### src/design/spi_pkg.sv
// ----------------------------------------------------------------------------
// spi_pkg
// shared types, widths, status codes and the exp2 constant table
// ----------------------------------------------------------------------------
package spi_pkg;

    localparam int IN_W      = 24;             // input magnitude width
    localparam int OFF_FRAC  = 15;             // fraction bits of the bin offset
    localparam int OFF_W     = OFF_FRAC + 1;   // bin offset width
    localparam int AMP_W     = IN_W + 1;       // amplitude width
    localparam int LOG_FRAC  = 16;             // fraction bits of log2 values
    localparam int LOG_W     = 5 + LOG_FRAC;   // log2 of an IN_W value
    localparam int MANT_W    = 31;             // Q1.30 mantissa (value below 2)
    localparam int Q30       = 30;
    localparam int VAL_W     = IN_W + 2;       // signed domain value / numerator
    localparam int DEN_W     = IN_W + 3;       // signed curvature
    localparam int DVD_W     = IN_W + 17;      // dividend of the offset division
    localparam int DVS_W     = IN_W + 3;       // divisor (twice the curvature)
    localparam int QUO_W     = OFF_FRAC + 2;   // quotient bits before clamping
    localparam int PROD_W    = VAL_W + OFF_W;  // numerator times offset
    localparam int Y_W       = IN_W + 4;       // adjusted peak value
    localparam int EXP_N_W   = Y_W - LOG_FRAC; // integer part of a log value

    localparam int LOG_LAT   = LOG_FRAC + 1;
    localparam int DIV_LAT   = QUO_W + 1;
    localparam int EXP_STEPS = LOG_FRAC;
    localparam int PIPE_LAT  = LOG_LAT + DIV_LAT + EXP_STEPS + 6;

    localparam logic [AMP_W-1:0] AMP_MAX = {AMP_W{1'b1}};

    typedef enum logic [1:0] {
        ST_OK        = 2'd0,
        ST_ZERO_CURV = 2'd1,
        ST_ZERO_IN   = 2'd2,
        ST_SAT       = 2'd3
    } t_status;

    // side information carried through the divider
    typedef struct packed {
        logic [IN_W-1:0]         pk;
        logic signed [VAL_W-1:0] b;
        logic signed [VAL_W-1:0] num;
        logic                    zero_in;
        logic                    den_zero;
    } t_side;

    typedef logic [EXP_STEPS-1:0][MANT_W-1:0] t_exp_tab;

    function automatic logic [63:0] f_isqrt(input logic [63:0] x);
        logic [63:0] v;
        logic [63:0] res;
        logic [63:0] bitv;
        v    = x;
        res  = 64'd0;
        bitv = 64'd1 << 62;
        for (int i = 0; i < 32; i++) begin
            if (bitv > v) bitv = bitv >> 2;
        end
        for (int i = 0; i < 32; i++) begin
            if (bitv != 64'd0) begin
                if (v >= res + bitv) begin
                    v   = v - (res + bitv);
                    res = (res >> 1) + bitv;
                end else begin
                    res = res >> 1;
                end
                bitv = bitv >> 2;
            end
        end
        return res;
    endfunction

    // 2^(2^-(k+1)) in Q30, each an integer square root of the one before
    function automatic t_exp_tab f_exp_tab();
        t_exp_tab    tab;
        logic [63:0] c;
        c      = f_isqrt(64'd2 << 60);
        tab[0] = c[MANT_W-1:0];
        for (int k = 1; k < EXP_STEPS; k++) begin
            c      = f_isqrt({33'd0, tab[k-1]} << Q30);
            tab[k] = c[MANT_W-1:0];
        end
        return tab;
    endfunction

    localparam t_exp_tab EXP_TAB = f_exp_tab();

endpackage

### src/design/spi_div.sv
// ----------------------------------------------------------------------------
// spi_div
// pipelined restoring divider, one quotient bit per stage, with overflow flag
// ----------------------------------------------------------------------------
module spi_div (
    input  logic                        i_clk,
    input  logic                        i_en,
    input  logic [spi_pkg::DVD_W-1:0]   i_dvd,
    input  logic [spi_pkg::DVS_W-1:0]   i_dvs,
    input  logic                        i_neg,
    input  spi_pkg::t_side              i_side,
    output logic [spi_pkg::QUO_W-1:0]   o_quo,
    output logic                        o_ovf,
    output logic                        o_neg,
    output spi_pkg::t_side              o_side
);

    localparam int QW = spi_pkg::QUO_W;
    localparam int CW = spi_pkg::DVS_W + QW + 1;

    logic [CW-1:0]                 w_lim;
    logic [CW-1:0]                 w_sh  [QW];
    logic                          w_ge  [QW];

    logic [spi_pkg::DVD_W-1:0]     r_rem [QW+1];
    logic [spi_pkg::DVS_W-1:0]     r_dvs [QW+1];
    logic [QW-1:0]                 r_quo [QW+1];
    logic                          r_ovf [QW+1];
    logic                          r_neg [QW+1];
    spi_pkg::t_side                r_side[QW+1];

    // quotient needs more than QW bits
    assign w_lim = CW'(i_dvs) << QW;

    always_comb begin
        for (int j = 0; j < QW; j++) begin
            w_sh[j] = CW'(r_dvs[j]) << (QW - 1 - j);
            w_ge[j] = CW'(r_rem[j]) >= w_sh[j];
        end
    end

    always_ff @(posedge i_clk) begin
        if (i_en) begin
            r_rem[0]  <= i_dvd;
            r_dvs[0]  <= i_dvs;
            r_quo[0]  <= '0;
            r_ovf[0]  <= CW'(i_dvd) >= w_lim;
            r_neg[0]  <= i_neg;
            r_side[0] <= i_side;
            for (int j = 0; j < QW; j++) begin
                r_rem[j+1]  <= w_ge[j] ? (r_rem[j] - w_sh[j][spi_pkg::DVD_W-1:0])
                                       : r_rem[j];
                r_quo[j+1]  <= r_quo[j] | (QW'(w_ge[j]) << (QW - 1 - j));
                r_dvs[j+1]  <= r_dvs[j];
                r_ovf[j+1]  <= r_ovf[j];
                r_neg[j+1]  <= r_neg[j];
                r_side[j+1] <= r_side[j];
            end
        end
    end

    assign o_quo  = r_quo[QW];
    assign o_ovf  = r_ovf[QW];
    assign o_neg  = r_neg[QW];
    assign o_side = r_side[QW];

endmodule

### config.mk
export PLATFORM = sky130hd
export DESIGN_NAME = spi_div
export DESIGN_NICKNAME = d
export VERILOG_FILES = /design/src/design/spi_pkg.sv /design/src/design/spi_div.sv
export SDC_FILE = /design/constraint.sdc
export NUM_CORES = 2
export LEC_CHECK = 0
export ABC_AREA = 1
export BUFFER_PORTS_ARGS = -buffer_cell sky130_fd_sc_hd__clkbuf_2
export CORE_MARGIN = 2
export CORE_UTILIZATION = 40
export CTS_BUF_LIST = sky130_fd_sc_hd__clkbuf_8
export DETAILED_ROUTE_END_ITERATION = 8
export PLACE_DENSITY = 0.55
export SYNTH_ARGS = -nofsm -noshare
export SYNTH_HDL_FRONTEND = slang
export SYNTH_SLANG_ARGS = --single-unit
### constraint.sdc
create_clock -name i_clk -period 6.6 [get_ports i_clk]
set_clock_uncertainty 0.2 [all_clocks]
set_input_delay 0.66 -clock i_clk [delete_from_list [all_inputs] [get_ports i_clk]]
set_output_delay 0.66 -clock i_clk [all_outputs]
set_load 0.05 [all_outputs]
---- Yosys cells after proc, flatten, opt, wreduce, memory -nomap -nowiden ----
Memories as Yosys holds them, arrays and structs flattened.
Cells that the tools add are included.
storage, ports and cells
  flip-flop bits (word level) ............. 0
  memory bits (writable) .................. 2970
  output and inout port bits .............. 97
  memories kept ........................... 6
memories
  name    depth  bits a word  read ports  clocked after Yosys merged registers in  wr ports  line           text
  r_side  18     78           18          0                                        18        spi_div.sv:30  spi_pkg::t_side r_side[QW+1];
  r_rem   18     41           17          0                                        18        spi_div.sv:25  logic [spi_pkg::DVD_W-1:0] r_rem [QW+1];
  r_dvs   18     27           17          0                                        18        spi_div.sv:26  logic [spi_pkg::DVS_W-1:0] r_dvs [QW+1];
  r_quo   18     17           18          0                                        18        spi_div.sv:27  logic [QW-1:0] r_quo [QW+1];
  r_neg   18     1            18          0                                        18        spi_div.sv:29  logic r_neg [QW+1];
  r_ovf   18     1            18          0                                        18        spi_div.sv:28  logic r_ovf [QW+1];
cells by class
  add/sub/neg operators ................... 17
  order comparisons ....................... 18
  mux-type cells .......................... 19
  bitwise logic cells ..................... 17
operators by type and width
  kind              number
  $mux 41           17
  $sub 41x41->41    3
  $ge 41x44->1      1
  $ge 41x43->1      1
  $ge 41x42->1      1
  $ge 41x27->1      1
  $ge 41x28->1      1
  $ge 41x29->1      1
  $ge 41x30->1      1
  $ge 41x31->1      1
  $ge 41x32->1      1
  $ge 41x33->1      1
  $ge 41x34->1      1
  $ge 41x35->1      1
  $ge 41x36->1      1
  $ge 41x37->1      1
  $ge 41x38->1      1
  $ge 41x39->1      1
  $ge 41x40->1      1
  $ge 41x41->1      1
  $sub 41x27->41    1
  $sub 41x28->41    1
  $sub 41x29->41    1
  $sub 41x30->41    1
  other kinds (28)  29

---- Logic depth before layout (Yosys ltp) ----
An unclocked memory read counts as a cell.
  word-level depth ........................ 3
  depth in mapped cells ................... 17

---- Worst setup path after synthesis ----
OpenSTA, ideal clock, no wires.
  kind .................................... register -> register
  start ................................... memory r_dvs[5][0] in the netlist's numbering
  end ..................................... memory r_rem[6][18] in the netlist's numbering, data pin
  arrival time ............................ 2.070 ns
  required time ........................... 6.148 ns
  path slack .............................. 4.077 ns
  stages on the path, launching flop included .. 16
  cells stage by stage .................... edfxtp_1 ha_1 fa_1 inv_1 nand3_1 nand2_1 nand2_1 nand2_1 nand2_1 nand3_1 nand3_1 nand2_2 inv_2 buf_4 nand2_1 nand2_1
RTL lines
  what         line
  from (decl)  spi_div.sv:26
  to (decl)    spi_div.sv:25

==> results.sh <==
export IMPL_run_status="complete, but fails checks"
export IMPL_violations="design-rule violations"
export IMPL_final_cell_mix="3759 x nand2_1, 2749 x edfxtp_1, 2033 x inv_1"
export IMPL_grt_overflow=0
export IMPL_clkTransAtPathRegs_ps=60
export IMPL_dr_pass1_iters=8
export IMPL_dieArea_um2=322000
export IMPL_crit_path_cell_trace="ha_1 > inv_1 > fa_1 > nand3_1 > nand3_1 > nand2_1 > nand2_1 > nand2_1 > nand2_1 > nand2_1 > nand3_2 > buf_4 > inv_1 > nand2_1 > nand2_1"
export IMPL_fin_crit_ps=4200
export IMPL_yosysSeqAreaShare_pct=65.0
export IMPL_cp_arrival_ps=4950
export IMPL_port_buffers=245
export IMPL_synth_edff_count=2749
export IMPL_fmax_mhz=238
export IMPL_synthArstFlopShare_pct=0
export IMPL_h_tree_depth=5
export IMPL_die_w_um=568
export IMPL_dieHeight_um=568
export IMPL_finalCritPeriodShare_pct=63.6
export IMPL_pre_cts_slack_ps=2470
export IMPL_antenna_found_initial=13
export IMPL_syn_nets=12700
export IMPL_slew_headroom_pct=23.1
export IMPL_final_net_count=13700
export IMPL_power_total_mw=56.1
export IMPL_drive_above_1_share_pct=7.48
export IMPL_syn_inst=12100
export IMPL_track_usage_pct=23.3
export IMPL_p_leak_nw=62.4
export IMPL_gp_congestion=0.913
export IMPL_std_cell_rows=206
export IMPL_power_density_nw_per_um2=388
export IMPL_synthToLayoutAreaGrowth_pct=13.9
export IMPL_setup_viol=0
export IMPL_rsz0062_at_grt="no"
export IMPL_final_common_cell="nand2_1"
export IMPL_finalSetupTns_ps=0
export IMPL_n_fill_cell=30000
export IMPL_ys_ff_latch=2749
export IMPL_path_class="reg -> reg"
export IMPL_wl_per_cell_um=21.8
export IMPL_vias_per_cell=4.94
export IMPL_ys_warn_count=0
export IMPL_slew_violations=0
export IMPL_ctsHoldBuffers=251
export IMPL_clk_latency_ps=1110
export IMPL_slowest_stage="inv_1"
export IMPL_clkSinkCount=2749
export IMPL_drc=2
export IMPL_synth_top_flop_cell="edfxtp_1"
export IMPL_cts_root_buf="clkbuf_8"
export IMPL_dp_cells=16500
export IMPL_ctsResizeCount=0
export IMPL_crit_top_cell="nand2_1"
export IMPL_worstHoldPathType="reg -> reg"
export IMPL_drtIter0Drc=6931
export IMPL_num_io_pins=246
export IMPL_synth_area_per_cell_um2=10.5
export IMPL_ys_types=47
export IMPL_cts_buffers=453
export IMPL_hpwl_um=296000
export IMPL_max_cap_violations=0
export IMPL_end_kind="flip-flop"
export IMPL_syn_area_um2=127000
export IMPL_post_route_util_pct=45.8
export IMPL_crit_path_max_incr_delay_ps=890
export IMPL_drtAntennaViolNets=0
export IMPL_clk_path_buf_depth=4
export IMPL_grt_pass1_wl_um=559000
export IMPL_cp_max_fo=31
export IMPL_hold_viol=0
export IMPL_start_kind="flip-flop"
export IMPL_instances_no_fill=17500
export IMPL_start_util_pct=40.3
export IMPL_worst_slew_pin_slew_ps=1150
export IMPL_cts_setup_buffers=0
export IMPL_wl_um=383000
export IMPL_ir_drop_mv=0.199
export IMPL_grt_pass1_vias=86000
export IMPL_via_count=86600
export IMPL_crit_required_ps=7350
export IMPL_setup_ws_ps=2400
export IMPL_grt_max_degree=175
export IMPL_cts_tree="built"
export IMPL_core_area_um2=315000
## synthesized netlist by cell type (all sizes together) (16+ instances only)
| master | count | area (um^2) |
|---|---|---|
| xor2 | 174 | 1520 |
| nor4 | 25 | 169 |
| buf | 91 | 684 |
| nor2 | 855 | 3270 |
| nand3 | 561 | 2850 |
| edfxtp | 2749 | 82500 |
| o21ai | 347 | 1770 |
| ha | 480 | 6010 |
| a21oi | 488 | 2500 |
| inv | 1931 | 7250 |
| fa | 16 | 320 |
| nor3 | 119 | 616 |
| xnor2 | 74 | 648 |
| nand4 | 235 | 1480 |
| nand3b | 51 | 383 |
| o21bai | 26 | 195 |
| nand2 | 3785 | 14300 |
## metrics by stage
step | hold slack, ps | area (um^2)
final | 123 | 145000
after floorplan | 200 | 127000
after CTS | 1.76 | 145000
after global placement | 200 | 133000
after detailed placement | 205 | 133000
after global routing | 71.9 | 145000
## layer usage
| metal | routed length, um | GRT usage (%) |
|---|---|---|
| met3 | 17500 | 3.03 |
| met5 | 0 | 0 |
| met4 | 11600 | 6.95 |
| met2 | 174000 | 37.1 |
| met1 | 181000 | 33.2 |
## where the power goes
part           switching, mW  total, mW  internal (mW)
clock                   7.11       14.3           7.22
sequential              2.00       24.2           22.2
combinational           12.2       17.6           5.36
total                   21.3       56.1           34.8
## sequential cells by signal, indices dropped and copies added, names as in the netlist
register / count
r_dvs: 459
r_side: 1404
r_rem: 697
r_quo: 153
r_ovf: 18
r_neg: 18
## final cells by class
cell class | count | area [um^2] | share of cell area [%]
flip-flops and latches | 2749 | 82500 | 57.1
multi-input cells | 7307 | 36500 | 25.2
inverters | 1931 | 7250 | 5.01
clock buffers | 453 | 6230 | 4.31
well taps | 4160 | 5200 | 3.60
repair buffers | 563 | 4480 | 3.10
clock inverters | 375 | 2400 | 1.66
diodes | 6 | 15.0 | 0.0104
## worst max-delay path: cells and delay by family, from the launching register on
family,cells,cell delay [ps]
AND/OR/NAND/NOR,10,1290
adder cells (fa/ha/maj),2,770
flip-flops,1,480
buffers and inverters,3,1270
## path summary, 6_finish.rpt
path | startpoint | endpoint | slack, ps | cells after the start
max | r_dvs[7][0]$_DFFE_PP_ | r_rem[8][33]$_DFFE_PP_ | 2400 | 15
min | r_side[14][77]$_DFFE_PP_ | r_side[15][77]$_DFFE_PP_ | 120 | 0
max reg2reg | r_dvs[7][0]$_DFFE_PP_ | r_rem[8][33]$_DFFE_PP_ | 2400 | 15
min reg2reg | r_side[14][77]$_DFFE_PP_ | r_side[15][77]$_DFFE_PP_ | 120 | 0
## kinds of logic (layout without fill, tap and decap cells)
logic type	count (synthesis)	count (layout)	synth area share [%]
other	0	6	0
DFF	2749	2749	65.0
adders and majority gates	496	496	4.98
and+or+nand+nor	5665	5665	18.3
buffers and inverters	2030	3322	6.27
AOI/OAI and AO/OA	898	898	3.73
xor gates and xnor gates	248	248	1.71
No activity file was read; power rests on OpenSTA's default activity.
